**config.mk**
```make
export PLATFORM = sky130hd
export DESIGN_NAME = aabb_collision_pair_engine
export DESIGN_NICKNAME = d
export VERILOG_FILES = /design/src/rtl/acpe_pkg.sv /design/src/rtl/aabb_collision_pair_engine.sv /design/src/rtl/acpe_ram.sv /design/src/rtl/acpe_ctrl.sv /design/src/rtl/acpe_dpath.sv
export SDC_FILE = /design/constraint.sdc
export NUM_CORES = 1
export LEC_CHECK = 0
export BUFFER_PORTS_ARGS = -buffer_cell sky130_fd_sc_hd__buf_2
export CELL_PAD_IN_SITES_DETAIL_PLACEMENT = 0
export CELL_PAD_IN_SITES_GLOBAL_PLACEMENT = 1
export CORE_UTILIZATION = 50
export CTS_CLUSTER_SIZE = 25
export DETAILED_ROUTE_END_ITERATION = 12
export PLACE_DENSITY_LB_ADDON = 0.1
export SLEW_MARGIN = 20
export SYNTH_ARGS = -nofsm -noshare
export SYNTH_HDL_FRONTEND = slang
export SYNTH_SLANG_ARGS = --single-unit
```
**constraint.sdc**
```tcl
create_clock -name i_clk -period 19 [get_ports i_clk]
set_input_delay 0.95 -clock i_clk [delete_from_list [all_inputs] [get_ports i_clk]]
set_output_delay 0.95 -clock i_clk [all_outputs]
set_load 0.02 [all_outputs]
```
**src/rtl/acpe_pkg.sv**
```systemverilog
`timescale 1ns / 1ps
`default_nettype none
// ---------------------------------------------------------------------------
// acpe_pkg: shared types and constants of the AABB collision pair engine
// Holds the item codes, the slot table entry layout, the controller state
// type, the command and status groups and the notify matrix lookup.
// ---------------------------------------------------------------------------
package acpe_pkg;

    // Input item kinds, carried on tuser.
    localparam logic [1:0] KIND_ADD   = 2'd0;
    localparam logic [1:0] KIND_ERASE = 2'd1;
    localparam logic [1:0] KIND_TICK  = 2'd2;

    // Result kinds, carried on tuser.
    localparam logic [2:0] RES_ADDED     = 3'd0;
    localparam logic [2:0] RES_FULL      = 3'd1;
    localparam logic [2:0] RES_MARKED    = 3'd2;
    localparam logic [2:0] RES_MISSED    = 3'd3;
    localparam logic [2:0] RES_PAIR      = 3'd4;
    localparam logic [2:0] RES_TICK_DONE = 3'd5;

    localparam int MATRIX_W = 36;
    localparam int NUM_TYPES = 6;
    localparam logic [MATRIX_W-1:0] MATRIX_RESET = 36'd16114649104;

    // Slot table entry, one word of the table memory.
    typedef struct packed {
        logic        listener;
        logic [2:0]  kind;
        logic [14:0] height;
        logic [14:0] width;
        logic [15:0] top;
        logic [15:0] left;
    } t_acpe_entry;

    typedef enum logic [1:0] {
        ST_IDLE,
        ST_PAIR,
        ST_DONE
    } t_acpe_state;

    // Commands from the controller to the datapath.
    typedef struct packed {
        logic accept;     // input transaction completes this cycle
        logic pair_step;  // move on to the next slot pair
        logic emit_pair;  // load the current pair into the output register
        logic emit_done;  // load the tick done result
    } t_acpe_cmd;

    // Status from the datapath to the controller.
    typedef struct packed {
        logic out_ready;  // the output register can take a result this cycle
        logic pair_hit;   // the current pair yields a collision result
        logic pair_last;  // the current pair is the final one of the walk
    } t_acpe_stat;

    // True when a collider of type row is told about a collider of type col.
    function automatic logic told(input logic [MATRIX_W-1:0] matrix,
                                  input logic [2:0] row, input logic [2:0] col);
        logic [5:0] idx;
        idx = 6'(row) * 6'd6 + 6'(col);
        if (row >= 3'(NUM_TYPES) || col >= 3'(NUM_TYPES)) begin
            return 1'b0;
        end
        return matrix[idx];
    endfunction

endpackage
`default_nettype wire

```
**src/rtl/aabb_collision_pair_engine.sv**
```systemverilog
`timescale 1ns / 1ps
`default_nettype none
// ---------------------------------------------------------------------------
// aabb_collision_pair_engine: table of rectangle colliders with pair search
// Adds and erases colliders and, on a tick, reports every overlapping pair
// of occupied slots that the notify matrix allows, followed by a done result.
// ---------------------------------------------------------------------------
// An add or an erase transaction has a single result, which is loaded into
// the output register in its accept cycle; an input transaction is accepted
// while the controller is idle and the output register is empty or is being
// drained. A tick is accepted and purges the marked slots, then walks the
// NUM_SLOTS*(NUM_SLOTS-1)/2 slot pairs, one pair per cycle unless a stall
// holds the walk, then emits the done result: 28 pairs for eight slots. The
// two read ports of the slot table memory deliver both rectangles of a pair
// together. A pair that yields a result, and the done result, wait while the
// output register is still full, so a slow consumer stalls the tick.
// The slot table needs no clearing pass after reset: a slot's data is only
// used once an add has written it, and occupancy lives in flip-flops that
// reset clears. The notify matrix is written through the configuration
// channel, which is always ready; write it only while the block is idle.
// ---------------------------------------------------------------------------
module aabb_collision_pair_engine #(
    parameter int NUM_SLOTS = 8
) (
    input  wire logic        i_clk,
    input  wire logic        i_rst_n,
    // Input items.
    input  wire logic        i_s_tvalid,
    output logic             o_s_tready,
    // tdata from bit 0: pos_x[15:0], pos_y[31:16], size_w[46:32],
    // size_h[61:47], body_type[64:62], has_listener[65],
    // target_slot[68:66], zero fill[71:69].
    input  wire logic [71:0] i_s_tdata,
    // tuser: kind[1:0].
    input  wire logic [1:0]  i_s_tuser,
    // Result items.
    output logic             o_m_tvalid,
    input  wire logic        i_m_tready,
    // tdata from bit 0: slot_a[2:0], slot_b[5:3], notify_a[6], notify_b[7].
    output logic [7:0]       o_m_tdata,
    // tuser: result_kind[2:0].
    output logic [2:0]       o_m_tuser,
    output logic             o_m_tlast,
    // Configuration: notify matrix write.
    input  wire logic        i_cfg_valid,
    output logic             o_cfg_ready,
    input  wire logic [35:0] i_cfg_data
);
    import acpe_pkg::*;

    t_acpe_cmd  cmd;
    t_acpe_stat stat;

    logic [2:0] slot_a;
    logic [2:0] slot_b;
    logic       notify_a;
    logic       notify_b;

    // The matrix register takes a write in any cycle.
    assign o_cfg_ready = 1'b1;

    acpe_ctrl u_ctrl (
        .i_clk      (i_clk),
        .i_rst_n    (i_rst_n),
        .i_s_tvalid (i_s_tvalid),
        .i_kind     (i_s_tuser),
        .i_stat     (stat),
        .o_s_tready (o_s_tready),
        .o_cmd      (cmd)
    );

    acpe_dpath #(
        .NUM_SLOTS (NUM_SLOTS)
    ) u_dpath (
        .i_clk           (i_clk),
        .i_rst_n         (i_rst_n),
        .i_cmd           (cmd),
        .i_kind          (i_s_tuser),
        .i_pos_x         (i_s_tdata[15:0]),
        .i_pos_y         (i_s_tdata[31:16]),
        .i_size_w        (i_s_tdata[46:32]),
        .i_size_h        (i_s_tdata[61:47]),
        .i_body_type     (i_s_tdata[64:62]),
        .i_has_listener  (i_s_tdata[65]),
        .i_target_slot   (i_s_tdata[68:66]),
        .i_cfg_valid     (i_cfg_valid),
        .i_cfg_data      (i_cfg_data),
        .i_m_tready      (i_m_tready),
        .o_stat          (stat),
        .o_m_tvalid      (o_m_tvalid),
        .o_result_kind   (o_m_tuser),
        .o_slot_a        (slot_a),
        .o_slot_b        (slot_b),
        .o_notify_a      (notify_a),
        .o_notify_b      (notify_b),
        .o_last          (o_m_tlast)
    );

    assign o_m_tdata = {notify_b, notify_a, slot_b, slot_a};

endmodule
`default_nettype wire

```
**src/rtl/acpe_ram.sv**
```systemverilog
`timescale 1ns / 1ps
`default_nettype none
// ---------------------------------------------------------------------------
// acpe_ram: generic RAM, one write port and two registered read ports
// Read data is registered and appears in the cycle after the read address is presented.
// ---------------------------------------------------------------------------
module acpe_ram #(
    parameter int WIDTH = 8,
    parameter int DEPTH = 8,
    localparam int AW = (DEPTH > 1) ? $clog2(DEPTH) : 1
) (
    input  wire logic             i_clk,
    input  wire logic             i_we,
    input  wire logic [AW-1:0]    i_waddr,
    input  wire logic [WIDTH-1:0] i_wdata,
    input  wire logic [AW-1:0]    i_raddr_a,
    input  wire logic [AW-1:0]    i_raddr_b,
    output logic      [WIDTH-1:0] o_rdata_a,
    output logic      [WIDTH-1:0] o_rdata_b
);

    logic [WIDTH-1:0] r_mem [DEPTH];
    logic [WIDTH-1:0] r_rdata_a;
    logic [WIDTH-1:0] r_rdata_b;

    always_ff @(posedge i_clk) begin
        if (i_we) begin
            r_mem[i_waddr] <= i_wdata;
        end
        r_rdata_a <= r_mem[i_raddr_a];
        r_rdata_b <= r_mem[i_raddr_b];
    end

    assign o_rdata_a = r_rdata_a;
    assign o_rdata_b = r_rdata_b;

endmodule
`default_nettype wire

```
**src/rtl/acpe_ctrl.sv**
```systemverilog
`timescale 1ns / 1ps
`default_nettype none
// ---------------------------------------------------------------------------
// acpe_ctrl: controller of the AABB collision pair engine
// Sequences input transactions, the pair walk of a tick and the done result.
// ---------------------------------------------------------------------------
module acpe_ctrl (
    input  wire logic                i_clk,
    input  wire logic                i_rst_n,
    input  wire logic                i_s_tvalid,
    input  wire logic [1:0]          i_kind,
    input  wire acpe_pkg::t_acpe_stat i_stat,
    output logic                     o_s_tready,
    output acpe_pkg::t_acpe_cmd      o_cmd
);
    import acpe_pkg::*;

    t_acpe_state r_state;
    t_acpe_state n_state;

    always_ff @(posedge i_clk) begin
        if (!i_rst_n) begin
            r_state <= ST_IDLE;
        end else begin
            r_state <= n_state;
        end
    end

    always_comb begin
        n_state    = r_state;
        o_cmd      = '0;
        o_s_tready = 1'b0;
        unique case (r_state)
            ST_IDLE: begin
                // Add and erase finish in the accept cycle, so an item is only
                // taken when its result has a place to go.
                o_s_tready   = i_stat.out_ready;
                o_cmd.accept = i_s_tvalid && i_stat.out_ready;
                if (o_cmd.accept && i_kind == KIND_TICK) begin
                    n_state = ST_PAIR;
                end
            end
            ST_PAIR: begin
                if (!i_stat.pair_hit || i_stat.out_ready) begin
                    o_cmd.pair_step = 1'b1;
                    o_cmd.emit_pair = i_stat.pair_hit;
                    if (i_stat.pair_last) begin
                        n_state = ST_DONE;
                    end
                end
            end
            ST_DONE: begin
                if (i_stat.out_ready) begin
                    o_cmd.emit_done = 1'b1;
                    n_state         = ST_IDLE;
                end
            end
            default: begin
                n_state = ST_IDLE;
            end
        endcase
    end

endmodule
`default_nettype wire

```
**src/rtl/acpe_dpath.sv**
```systemverilog
`timescale 1ns / 1ps
`default_nettype none
// ---------------------------------------------------------------------------
// acpe_dpath: datapath of the AABB collision pair engine
// Slot table, occupancy bits, pair counters, overlap test, notify matrix
// and the output register.
// ---------------------------------------------------------------------------
module acpe_dpath #(
    parameter int NUM_SLOTS = 8
) (
    input  wire logic                              i_clk,
    input  wire logic                              i_rst_n,
    input  wire acpe_pkg::t_acpe_cmd               i_cmd,
    input  wire logic [1:0]                        i_kind,
    input  wire logic [15:0]                       i_pos_x,
    input  wire logic [15:0]                       i_pos_y,
    input  wire logic [14:0]                       i_size_w,
    input  wire logic [14:0]                       i_size_h,
    input  wire logic [2:0]                        i_body_type,
    input  wire logic                              i_has_listener,
    input  wire logic [2:0]                        i_target_slot,
    input  wire logic                              i_cfg_valid,
    input  wire logic [acpe_pkg::MATRIX_W-1:0]     i_cfg_data,
    input  wire logic                              i_m_tready,
    output acpe_pkg::t_acpe_stat                   o_stat,
    output logic                                   o_m_tvalid,
    output logic [2:0]                             o_result_kind,
    output logic [2:0]                             o_slot_a,
    output logic [2:0]                             o_slot_b,
    output logic                                   o_notify_a,
    output logic                                   o_notify_b,
    output logic                                   o_last
);
    import acpe_pkg::*;

    localparam int IW = (NUM_SLOTS > 1) ? $clog2(NUM_SLOTS) : 1;
    localparam int EW = $bits(t_acpe_entry);

    logic [NUM_SLOTS-1:0] r_used;
    logic [NUM_SLOTS-1:0] n_used;
    logic [NUM_SLOTS-1:0] r_marked;
    logic [NUM_SLOTS-1:0] n_marked;
    logic [MATRIX_W-1:0]  r_matrix;

    logic [IW-1:0] r_i;
    logic [IW-1:0] n_i;
    logic [IW-1:0] r_k;
    logic [IW-1:0] n_k;

    logic          r_ovalid;
    logic [2:0]    r_okind;
    logic [2:0]    r_oa;
    logic [2:0]    r_ob;
    logic          r_ona;
    logic          r_onb;
    logic          r_olast;

    logic          out_ready;
    logic          do_add;
    logic          do_erase;
    logic          do_tick;
    logic          load;
    logic [2:0]    ld_kind;
    logic [2:0]    ld_a;
    logic [2:0]    ld_b;
    logic          ld_na;
    logic          ld_nb;
    logic          ld_last;

    logic          free_found;
    logic [IW-1:0] free_slot;
    logic          erase_ok;

    t_acpe_entry   wr_entry;
    logic [EW-1:0] rd_a;
    logic [EW-1:0] rd_b;
    t_acpe_entry   e_a;
    t_acpe_entry   e_b;

    logic signed [16:0] left_a;
    logic signed [16:0] right_a;
    logic signed [16:0] top_a;
    logic signed [16:0] bottom_a;
    logic signed [16:0] left_b;
    logic signed [16:0] right_b;
    logic signed [16:0] top_b;
    logic signed [16:0] bottom_b;
    logic               overlap;
    logic               told_ab;
    logic               told_ba;

    assign out_ready = !r_ovalid || i_m_tready;
    assign do_add    = i_cmd.accept && i_kind == KIND_ADD;
    assign do_erase  = i_cmd.accept && i_kind == KIND_ERASE;
    assign do_tick   = i_cmd.accept && i_kind == KIND_TICK;

    // Lowest free slot; marked slots still count as occupied.
    always_comb begin
        free_found = 1'b0;
        free_slot  = '0;
        for (int s = NUM_SLOTS - 1; s >= 0; s--) begin
            if (!r_used[s]) begin
                free_found = 1'b1;
                free_slot  = IW'(s);
            end
        end
    end

    assign erase_ok = ({1'b0, i_target_slot} < 4'(NUM_SLOTS))
                      && r_used[i_target_slot[IW-1:0]];

    always_comb begin
        n_used   = r_used;
        n_marked = r_marked;
        if (do_add && free_found) begin
            n_used[free_slot]   = 1'b1;
            n_marked[free_slot] = 1'b0;
        end else if (do_erase && erase_ok) begin
            n_marked[i_target_slot[IW-1:0]] = 1'b1;
        end else if (do_tick) begin
            // Purge: every marked slot is freed at once.
            n_used   = r_used & ~r_marked;
            n_marked = '0;
        end
    end

    always_ff @(posedge i_clk) begin
        if (!i_rst_n) begin
            r_used   <= '0;
            r_marked <= '0;
            r_matrix <= MATRIX_RESET;
        end else begin
            r_used   <= n_used;
            r_marked <= n_marked;
            if (i_cfg_valid) begin
                r_matrix <= i_cfg_data;
            end
        end
    end

    // Pair counters. The table is read at the next pair, so its registered
    // data belongs to the current pair; holding the counters holds the data.
    always_comb begin
        n_i = r_i;
        n_k = r_k;
        if (do_tick) begin
            n_i = '0;
            n_k = IW'(1);
        end else if (i_cmd.pair_step) begin
            if (r_k == IW'(NUM_SLOTS - 1)) begin
                n_i = IW'({1'b0, r_i} + (IW + 1)'(1));
                n_k = IW'({1'b0, r_i} + (IW + 1)'(2));
            end else begin
                n_k = IW'({1'b0, r_k} + (IW + 1)'(1));
            end
        end
    end

    always_ff @(posedge i_clk) begin
        r_i <= n_i;
        r_k <= n_k;
    end

    assign wr_entry = '{listener: i_has_listener, kind: i_body_type,
                        height: i_size_h, width: i_size_w,
                        top: i_pos_y, left: i_pos_x};

    acpe_ram #(
        .WIDTH (EW),
        .DEPTH (NUM_SLOTS)
    ) u_table (
        .i_clk     (i_clk),
        .i_we      (do_add && free_found),
        .i_waddr   (free_slot),
        .i_wdata   (wr_entry),
        .i_raddr_a (n_i),
        .i_raddr_b (n_k),
        .o_rdata_a (rd_a),
        .o_rdata_b (rd_b)
    );

    assign e_a = t_acpe_entry'(rd_a);
    assign e_b = t_acpe_entry'(rd_b);

    // Edges at 17 bits so that edge plus size cannot wrap.
    assign left_a   = $signed({e_a.left[15], e_a.left});
    assign top_a    = $signed({e_a.top[15], e_a.top});
    assign right_a  = left_a + $signed({2'b00, e_a.width});
    assign bottom_a = top_a + $signed({2'b00, e_a.height});
    assign left_b   = $signed({e_b.left[15], e_b.left});
    assign top_b    = $signed({e_b.top[15], e_b.top});
    assign right_b  = left_b + $signed({2'b00, e_b.width});
    assign bottom_b = top_b + $signed({2'b00, e_b.height});

    assign overlap = (left_a < right_b) && (right_a > left_b)
                     && (top_a < bottom_b) && (bottom_a > top_b);

    assign told_ab = told(r_matrix, e_a.kind, e_b.kind);
    assign told_ba = told(r_matrix, e_b.kind, e_a.kind);

    assign o_stat.out_ready = out_ready;
    assign o_stat.pair_hit  = r_used[r_i] && r_used[r_k] && overlap
                              && (told_ab || told_ba);
    assign o_stat.pair_last = (r_i == IW'(NUM_SLOTS - 2)) && (r_k == IW'(NUM_SLOTS - 1));

    // Result to load into the output register; unused fields are zero.
    always_comb begin
        load    = 1'b1;
        ld_kind = RES_TICK_DONE;
        ld_a    = '0;
        ld_b    = '0;
        ld_na   = 1'b0;
        ld_nb   = 1'b0;
        ld_last = 1'b1;
        priority if (do_add) begin
            ld_kind = free_found ? RES_ADDED : RES_FULL;
            ld_a    = free_found ? 3'(free_slot) : 3'd0;
        end else if (do_erase) begin
            ld_kind = erase_ok ? RES_MARKED : RES_MISSED;
            ld_a    = i_target_slot;
        end else if (i_cmd.emit_pair) begin
            ld_kind = RES_PAIR;
            ld_a    = 3'(r_i);
            ld_b    = 3'(r_k);
            ld_na   = told_ab && e_a.listener;
            ld_nb   = told_ba && e_b.listener;
            ld_last = 1'b0;
        end else if (i_cmd.emit_done) begin
            ld_kind = RES_TICK_DONE;
        end else begin
            load = 1'b0;
        end
    end

    always_ff @(posedge i_clk) begin
        if (!i_rst_n) begin
            r_ovalid <= 1'b0;
        end else if (load) begin
            r_ovalid <= 1'b1;
        end else if (i_m_tready) begin
            r_ovalid <= 1'b0;
        end
    end

    always_ff @(posedge i_clk) begin
        if (load) begin
            r_okind <= ld_kind;
            r_oa    <= ld_a;
            r_ob    <= ld_b;
            r_ona   <= ld_na;
            r_onb   <= ld_nb;
            r_olast <= ld_last;
        end
    end

    assign o_m_tvalid    = r_ovalid;
    assign o_result_kind = r_okind;
    assign o_slot_a      = r_oa;
    assign o_slot_b      = r_ob;
    assign o_notify_a    = r_ona;
    assign o_notify_b    = r_onb;
    assign o_last        = r_olast;

endmodule
`default_nettype wire
```
Word-level counts from Yosys, hierarchy flattened
Memory sizes are Yosys's and may differ from the RTL's. A register that Yosys moved wholly into a read port is not among the register bits.
Cells that the tools add are included.
Word-level totals
  input port bits: 115
  bits in read-only memories: 0
  bits in latches: 0
  bits in registers: 73
  memories kept: 1
  memory bits (writable): 528
  word-level logic and storage cells: 165
Cells by class
  multiplexer cells: 75
  $add $sub $neg: 9
  bitwise logic cells: 7
  div/mod/pow operators: 0
  magnitude comparators: 14
  reductions and logical operators: 33
  eq/ne operators: 11
  shift-type cells: 0
  multiply operators: 2
Memories
  u_dpath.u_table.r_mem: words 8, width 66, rd ports 2, clocked after Yosys merged registers in 2, wr ports 1, line acpe_ram.sv:22  | logic [WIDTH-1:0] r_mem [DEPTH];
Operators with widths (count)
  16-bit by 16-bit adder with 17-bit output: 4
  3-bit 2-to-1 mux: 20
  8-bit 2-to-1 mux: 6
  1-bit 2-to-1 mux: 35
  17-bit by 16-bit > comparator with 1-bit output: 2
  16-bit by 17-bit less-than comparator with 1-bit output: 2
  1-bit logical AND: 18
  8-bit AND: 2
  3-bit by 4-bit less-than comparator with 1-bit output, second input constant: 4
  8-bit NOT: 2
  8-bit OR: 2
  6-bit by 7-bit less-than comparator with 1-bit output, second input constant: 2
  6-bit by 3-bit adder with 6-bit output: 2
  1-bit binary-select mux with 6-bit select: 2
  2-bit 2-to-1 mux: 6
  3-bit by 2-bit multiplier with 5-bit output, second input constant: 2
  1-bit binary-select mux with 3-bit select: 3
  3-bit by 1-bit adder with 3-bit output, second input constant: 2
  1-bit demux with 3-bit select: 2
  3-bit equality test, second input constant: 2
  3-bit by 1-bit greater-or-equal comparator with 1-bit output, second input constant: 2
  3-bit greater-or-equal comparator, second input constant: 2
  2-bit by 1-bit != test with 1-bit output, second input constant: 3
  2-bit case mux with 3 select lines: 1
  other kinds (14): 23

Longest topological paths before layout
Gate-level depths: netlist of run 1.
  depth in word-level cells: 15
  mapped depth: 30
  depth with buffers taken out: 26

By module
Synthesis of run 1 repeated with hierarchy kept, for this count alone.
Unflattened totals
  cell total of the unflattened synthesis: 2087
  area, all modules: 34684.5 µm²
By module, submodules not included
  acpe_ram: cells an instance 1143, seq. area each 18497.7 µm², times used 1, area an instance 26427.8 µm²
  acpe_dpath: cells an instance 924, seq. area each 1541.5 µm², times used 1, area an instance 8084.0 µm²
  acpe_ctrl: cells an instance 16, seq. area each 40.0 µm², times used 1, area an instance 146.4 µm²
  aabb_collision_pair_engine: cells an instance 4, seq. area each 0.0 µm², times used 1, area an instance 26.3 µm²

Worst setup path before layout of run 1
Ideal clock, no wire load.
  path kind: in2reg
  start point: input port i_m_tready
  end point: memory u_dpath.u_table.r_mem[3][0] (netlist bit), enable pin
  cell stages on the path: 6
  path buffers: 1
  slack: 9.121 ns
  arrival time: 9.195 ns
  path through: nor2b_1 nor3_1 nand2_1 or3_1 clkbuf_1 nor4b_1
Between the ends
  cells in the longest elaborated chain, start to end: 7
RTL lines
  start: declaration: line aabb_collision_pair_engine.sv:38  | input wire logic i_m_tready,
  1-bit logical OR: line acpe_dpath.sv:92  | assign out_ready = !r_ovalid || i_m_tready;
  1-bit logical AND: line acpe_ctrl.sv:38  | o_cmd.accept = i_s_tvalid && i_stat.out_ready;
  1-bit 2-to-1 mux: line acpe_ctrl.sv:33  | unique case (r_state)
  1-bit logical AND: line acpe_dpath.sv:93  | assign do_add = i_cmd.accept && i_kind == KIND_ADD;
  1-bit logical AND: line acpe_dpath.sv:173  | .i_we (do_add && free_found),
  1-bit 2-to-1 mux: line acpe_ram.sv:27  | if (i_we) begin
  1-bit 2-to-1 mux (implied by the code): line acpe_ram.sv:28  | r_mem[i_waddr] <= i_wdata;
  end: declaration: line acpe_ram.sv:22
No other way between the ends.

Worst setup path after layout of run 1
  start point: register u_dpath.u_table.r_rdata_b[16], in the netlist u_dpath.u_table.o_rdata_b[16], read port of u_dpath.u_table.r_mem
  end point: register u_dpath.u_table.r_rdata_a[31], in the netlist u_dpath.u_table.o_rdata_a[31], read port of u_dpath.u_table.r_mem
Between the ends
  cells in the longest elaborated chain, start to end: 12
  elaborated cells between the ends (all ways): 13
  those cells by class: 1 x add/sub; 2 x order compare; 4 x mux; 6 x reduce/logical
RTL lines
  start: declaration: line acpe_ram.sv:24  | logic [WIDTH-1:0] r_rdata_b;
  16-bit by 16-bit adder with 17-bit output: line acpe_dpath.sv:193  | assign bottom_b = top_b + $signed({2'b00, e_b.height});
  16-bit by 17-bit less-than comparator with 1-bit output: line acpe_dpath.sv:196  | && (top_a < bottom_b) && (bottom_a > top_b);
  1-bit logical AND: line acpe_dpath.sv:196
  1-bit logical AND *: line acpe_dpath.sv:196
  1-bit logical AND *: line acpe_dpath.sv:202  | assign o_stat.pair_hit = r_used[r_i] && r_used[r_k] && overlap
  1-bit logical AND *: line acpe_dpath.sv:203  | && (told_ab || told_ba);
  1-bit logical NOT *: line acpe_ctrl.sv:44  | if (!i_stat.pair_hit || i_stat.out_ready) begin
  1-bit logical OR *: line acpe_ctrl.sv:44
  2-bit 2-to-1 mux *: line acpe_ctrl.sv:44
  2-bit 2-to-1 mux *: line acpe_ctrl.sv:33
  3-bit 2-to-1 mux *: line acpe_dpath.sv:149  | end else if (i_cmd.pair_step) begin
  3-bit 2-to-1 mux *: line acpe_dpath.sv:146  | if (do_tick) begin
  end: declaration: line acpe_ram.sv:23  | logic [WIDTH-1:0] r_rdata_a;
Every way passes the cells marked *; elsewhere a longest branch is shown, timed or not.
A chain may end at the register's enable or synchronous reset.

==> results.tsv, run 1 <==
stage	metric	value	unit
min_path	holdPathStages	2	
cts	cts.sinks	733	
synth	ys_ff_latch	733	
global_routing	grt_pass1_wl	135.6	mm
synth	yosysTopAreaCell	edfxtp_1	
critical_path	ff2ff_setup_slack	10.12	ns
synth	synth_top_area_frac	0.4586	
cts	cts_tree	built	
global_routing	grt_max_degree	122	
floorplanning	die_height	267.9	µm
timing	slew_violations	0	
pwr	leakage	0.01461	µW
synth	syn_nets	2805	
detailed_routing	wl_met3	5.631	mm
floorplanning	die_x	267.9	µm
cts	postCtsSetupRepairBufs	0	
final_layout	area_growth	11.62	%
timing	setup_viol	0	
synth	synthesis.area	35360	µm²
timing	finalClockSkew	0.02334	ns
floorplanning	ioPinCount	130	
critical_path	path_class	flop to flop	
critical_path	crit_required	19.48	ns
synth	avgSynthCellArea	13.92	µm²
placement	io_buffers	125	
floorplanning	die_area	71780	µm²
detailed_routing	ant_nets	0	
cts	cts_resized	0	
timing	tightest_slew	1.124	ns
critical_path	cp-end-kind	flop	
detailed_routing	drtPass1Iterations	8	
critical_path	worstSetupStartpoint	u_dpath.u_table.o_rdata_b[16]	
synth	postSynth.asyncResetShare	0	
critical_path	crit_family	compound AO/OA/AOI/OAI gates	
detailed_routing	top_layer_used	met5	
critical_path	reg2reg_depth	28	
min_path	holdCritPathClass	flop to flop	
detailed_routing	vias	22070	
min_path	hold_path_startpoint	u_dpath.r_matrix[4]	
critical_path	slowest_stage	buf_4	
floorplanning	rows	97	
critical_path	critPathLaunchType	flop	
timing	tns	0	ns
cts	cts_buffers	79	
global_routing	grt_pass1_vias	22430	
cts	clk_pin_slew	0.06	ns
synth	synth_most_common_cell	mux2i_1	
timing	hold_viol	0	
timing	max_freq	0.1126	GHz
global_routing	overflow	0	
pwr	irDropWorstVdd	0.08841	mV
critical_path	max_stage_delay	0.87	ns
cts	cts_max_level	3	
floorplanning	initial_utilization	0.5049	
placement	gp_congestion	0.8481	
critical_path	r2r_start	u_dpath.u_table.o_rdata_b[16]	
detailed_routing	drt_iter0_markers	1790	
detailed_routing	avgRoutedWirePerCell	25.05	µm
detailed_routing	drc_errors	0	
final_layout	num-nets-final	2902	
synth	synth_edf_count	540	
outcome	status	finished clean	
timing	period_needed	8.878	ns
synth	synthCells	2539	
synth	synth_seq_area_share	0.5679	
synth	synth_ff_type	edfxtp_1	
critical_path	worst_ep_arrival_time	9.36	ns
global_routing	antenna_found_initial	13	
placement	dp.final_hpwl	55.46	mm
floorplanning	core-area	70030	µm²
timing	holdWs	0.5048	ns
critical_path	critPathMaxFanout	57	
final_layout	drive_gt1_frac	0.1477	
detailed_routing	viasPerCell	6.048	
detailed_routing	wirelength	91.44	mm
cts	cts_hold_buffers	0	
cts	cts_root_buf	clkbuf_16	
detailed_routing	wl_met1	38.68	mm
timing	rsz0062_at_grt	false	
global_routing	grt.total_usage	0.2541	
cts	clk_path_buf_depth	3	
detailed_routing	met2_length	44.41	mm
critical_path	critPathBufInv	3	
synth	ys_warn_count	0	
job	drv_cap	0	
pwr	powerDensity	139.9	nW/µm²
cts	clk_latency	0.64	ns
synth	synth_cell_types	71	
timing	slew_headroom	0.2509	
synth	synth_commonest_cells	571 x mux2i_1, 540 x edfxtp_1, 193 x dfxtp_1	
timing	fin_crit_sh	0.4672	
critical_path	crit_cells	28	
synth	synth.area.top_cells	edfxtp_1 46%, mux2i_1 16%, dfxtp_1 11%	
-- worst paths after layout --
check,to
worst max register to register,u_dpath.u_table.o_rdata_a[31]
worst max-delay path,u_dpath.u_table.o_rdata_a[31]
worst min register to register,u_dpath.r_matrix[4]
worst min-delay path,u_dpath.r_matrix[4]
-- state kept, by name (all words and copies together), names as in the netlist --
| name | count |
|---|---|
| u_dpath.u_table.r_mem | 528 |
| u_dpath.o_last | 1 |
| u_dpath.o_notify_b | 1 |
| u_dpath.o_notify_a | 1 |
| u_dpath.u_table.o_rdata_a | 66 |
| u_dpath.o_slot_a | 3 |
| u_ctrl.r_state | 2 |
| u_dpath.r_k | 3 |
| u_dpath.r_matrix | 36 |
| u_dpath.u_table.o_rdata_b | 66 |
| u_dpath.o_result_kind | 3 |
| u_dpath.r_used | 8 |
| u_dpath.r_marked | 8 |
| u_dpath.o_m_tvalid | 1 |
| u_dpath.r_i | 3 |
| u_dpath.o_slot_b | 3 |
-- where the power goes --
group	switching, µW	internal [µW]
sequential	118	1840
combinational	1150	876
clock	649	890
total	1920	3610
-- worst register-to-register path: cells and delay by family (launching register included) --
kind                       cells  cell delay, ns
buffers and inverters          3            2.32
adders and majority gates      3            1.00
and+or+nand+nor                7            1.40
DFF                            1            0.34
AOI/OAI and AO/OA             13            3.16
muxes                          2            0.52
-- logic make-up (layout without fill, tap and decap cells) --
logic type | after synthesis | after routing | share of synthesized area
XOR/XNOR | 52 | 52 | 0.01288
multiplexers | 663 | 663 | 0.1984
other | 1 | 9 | 0.0001061
AND/OR/NAND/NOR | 289 | 289 | 0.04222
AO/OA/AOI/OAI | 414 | 414 | 0.09077
buffers and inverters | 236 | 399 | 0.03256
flip-flops | 733 | 733 | 0.5679
adder cells (fa/ha/maj) | 151 | 151 | 0.05514
-- cells in the final DEF, fill, tap and decap left out, drive strengths merged, types with 7 or more instances in the layout --
cell type,n
a211oi,8
a21boi,10
a21o,13
a21oi,75
a221oi,66
a222oi,66
a22o,67
and3,7
buf,158
clkbuf,104
clkinv,22
clkinvlp,9
dfxtp,193
diode,8
edfxtp,540
fa,8
ha,143
inv,100
mux2,69
mux2i,571
mux4,23
nand2,55
nand3,31
nand4,13
nor2,61
nor2b,56
nor3,22
o211ai,8
o21a,8
o21ai,35
o21bai,12
or3,10
xnor2,38
xor2,14
-- layer usage --
| metal | global-route usage | up-vias |
|---|---|---|
| met5 | 0 | - |
| met4 | 0.1010 | 10 |
| met3 | 0.04518 | 141 |
| met2 | 0.4230 | 634 |
| met1 | 0.3295 | 11140 |
| li1 | - | 10150 |
-- area by class of cell --
| cell class | instances | area [µm²] |
|---|---|---|
| well taps | 940 | 1176 |
| multi-input cells | 1570 | 14280 |
| inverters | 94 | 352.8 |
| clock buffers | 104 | 2142 |
| flip-flops and latches | 733 | 20080 |
| fillers | 5646 | 30570 |
| repair buffers | 158 | 923.4 |
| clock inverters | 43 | 490.5 |
| diodes | 8 | 20.02 |
-- through the flow --
step	worst slack [ns]	utilization	total power, µW	area, µm²	instances
floorplan	9.121	-	3480	35360	2539
global placement	10.22	0.5253	3983	36790	3494
detailed placement	10.03	0.5253	4010	36790	3494
CTS	10.06	0.5629	5566	39420	3641
global route	9.530	0.5635	5857	39460	3648
finish	10.12	0.5635	5521	39460	3650
(Power assumes the default switching activity.)
==> run 2, diff against run 1 <==
- clock period: 19 -> 8.9 ns (I/O delays scaled with it)
==> run 2 against run 1 <==
  * Total power up 120%
  * Cell area increased by 0.88%
  * Wire length up 1.8%
  * Worst setup slack worse by 8.7 ns
  * Clock power is 110% higher
  * Hold slack worse by 0.46 ns
  * Sequential cell count did not move
  * Critical path depth is 2 lower
  * Final cell count up 0.55%
  * Critical path type unchanged
  * Critical endpoint is now u_dpath.u_table.o_rdata_b[26]
  * Largest cell class unchanged
==> results.tsv, run 2 (synthesis gave the netlist of run 1 again) <==
stage	metric	value	unit	change
placement	gp_congestion	0.8550		+0.81%
final_layout	final_cell_mix	570 x mux2i_1, 540 x edfxtp_1, 193 x dfxtp_1		
cts	postCtsSetupRepairBufs	0		unchanged
global_routing	grt_pass1_vias	22680		+1.1%
global_routing	grt_pass1_wl	138.9	mm	+2.4%
timing	hold_viol	0		unchanged
job	drv_cap	0		unchanged
cts	clk_latency	0.64	ns	about the same
cts	cts_max_level	3		unchanged
final_layout	final_core_util	0.5685		+0.004949
critical_path	critPathMaxFanout	57		unchanged
timing	period_needed	7.459	ns	-1.419 ns
detailed_routing	avgRoutedWirePerCell	25.36	µm	+1.2%
timing	max_freq	0.1341	GHz	+19%
timing	finalClockSkew	0.03255	ns	+0.009205 ns
floorplanning	ioPinCount	130		unchanged
floorplanning	initial_utilization	0.5049		unchanged
floorplanning	die_area	71780	µm²	unchanged
pwr	powerDensity	298.9	nW/µm²	+110%
global_routing	use_met2	0.4442		+0.02115
timing	tns	0	ns	unchanged
final_layout	drive_gt1_frac	0.1587		+0.01100
global_routing	grt.total_usage	0.2599		+0.005740
pwr	leakage	0.01482	µW	+1.4%
timing	rsz0062_at_grt	false		
critical_path	critPathLaunchType	flop		
critical_path	cp-end-kind	flop		
placement	dp.final_hpwl	58.31	mm	+5.1%
cts	clk_pin_slew	0.06	ns	about the same
timing	fin_crit_sh	0.8381		+0.3708
outcome	status	finished clean		
detailed_routing	drc_errors	0		unchanged
timing	slew_headroom	0.2911		+0.04026
detailed_routing	viasPerCell	6.020		-0.45%
global_routing	overflow	0		unchanged
critical_path	crit_required	9.40	ns	-10.08 ns
timing	setup_viol	0		unchanged
final_layout	nFillCells	5616		-0.53%
detailed_routing	vias	22100		+0.095%
timing	slew_violations	0		unchanged
floorplanning	die_x	267.9	µm	unchanged
floorplanning	rows	97		unchanged
floorplanning	die_height	267.9	µm	unchanged
global_routing	use_met1	0.3411		+0.01166
final_layout	num-nets-final	2929		+0.93%
min_path	holdCritPathClass	primary input to flop		
detailed_routing	drt_iter0_markers	1610		-10%
cts	clk_path_buf_depth	3		unchanged
critical_path	worst_ep_arrival_time	7.96	ns	-1.40 ns
final_layout	area_growth	12.60	%	
global_routing	grt_max_degree	64		-48%
cts	cts_resized	0		unchanged
global_routing	top_usage_layer	met2		
final_layout	final_common_cell	mux2i_1		
global_routing	met3_usage	0.03702		-0.008155
global_routing	antenna_found_initial	6		-7
detailed_routing	ant_nets	0		unchanged
pwr	irDropWorstVdd	0.1815	mV	+110%
timing	tightest_slew	1.063	ns	-0.06039 ns
placement	io_buffers	125		unchanged
floorplanning	core-area	70030	µm²	unchanged
final_layout	largest_register	u_dpath.u_table.r_mem		
cts	cts_tree	built		
critical_path	path_class	flop to flop		
cts	cts.sinks	733		unchanged
cts	cts_root_buf	clkbuf_16		
detailed_routing	wirelength	93.08	mm	+1.8%
cts	cts_hold_buffers	0		unchanged
detailed_routing	drtPass1Iterations	8		unchanged
cts	cts_buffers	80		+1.3%
final_layout	largest_reg_flops	528		unchanged
run 2: cell count changes in the layout (fill, tap and decap cells not counted), moves of 2 or more:
cell,previous run,this run
diode_2,8,1
clkinvlp_4,9,4
buf_4,29,46
clkbuf_16,80,82
bufinv_16,6,3
buf_12,4,13
clkinv_1,6,3
clkinv_16,2,0
clkbuf_8,5,17
clkbuf_1,19,15
inv_16,3,1
clkinv_8,0,4
run 2: metrics by stage:
stage                     instances  instance area, µm²  hold slack [ns]  setup WS, ns  total power, µW
after floorplan                2539               35360           0.4538         1.592             7428
after global placement         3521               37120           0.4702         1.623             8567
after detailed placement       3521               37130           0.4774         1.501             8628
after CTS                      3669               39800          0.01180         1.437            11970
after global routing           3669               39810          0.03032        0.9222            12620
final                          3670               39810          0.04973         1.441            11900
run 2: layer usage:
layer | wire, µm | part of all wire
met5 | 34 | 0.00037
met4 | 2380 | 0.026
met3 | 4289 | 0.046
met2 | 45780 | 0.49
met1 | 40590 | 0.44
run 2: worst max-delay path: stages (launching register included):
cell and delay [ns]:
dfxtp_1 0.32, ha_1 0.22, fa_1 0.41, a21o_1 0.18, a21oi_1 0.25, o21bai_1 0.10, a21oi_1 0.26, o21bai_1 0.12
a21oi_1 0.26, o21bai_1 0.14, a2111o_1 0.45, nand2_1 0.12, o221ai_1 0.15, or3_1 0.33, ha_1 0.35, nand4_1 0.19
a2111oi_0 0.33, o21ai_0 0.36, and4_1 0.33, nand4_2 0.14, and2_4 0.21, a21oi_1 0.10, a311oi_4 0.40, buf_12 0.38
buf_4 0.36, mux2_2 0.37, a222oi_1 0.41
run 2: final cells by class:
cell class	count	area, µm²	share of cell area
timing repair buffer	184	1231	0.03093
sequential	733	20080	0.5044
tap	940	1176	0.02954
antenna	1	2.502	0.00006286
clock buffer	114	2342	0.05884
clock inverter	34	331.6	0.008329
multi-input combinational	1570	14290	0.3591
inverter	94	352.8	0.008863
run 2: power by group:
group | internal, µW | total [µW] | switching (µW)
clock network | 1940 | 3310 | 1370
registers | 3920 | 4200 | 276
logic | 1920 | 4390 | 2480
run 2: final timing paths:
| path | depth (start not counted) | startpoint | endpoint | slack, ns |
|---|---|---|---|---|
| hold reg to reg | 2 | u_dpath.r_matrix[33] | u_dpath.r_matrix[33] | 0.49 |
| setup reg to reg | 26 | u_dpath.u_table.o_rdata_b[16] | u_dpath.u_table.o_rdata_b[26] | 1.44 |
| setup / recovery | 26 | u_dpath.u_table.o_rdata_b[16] | u_dpath.u_table.o_rdata_b[26] | 1.44 |
| hold / removal | 3 | i_cfg_data[31] | u_dpath.r_matrix[31] | 0.05 |
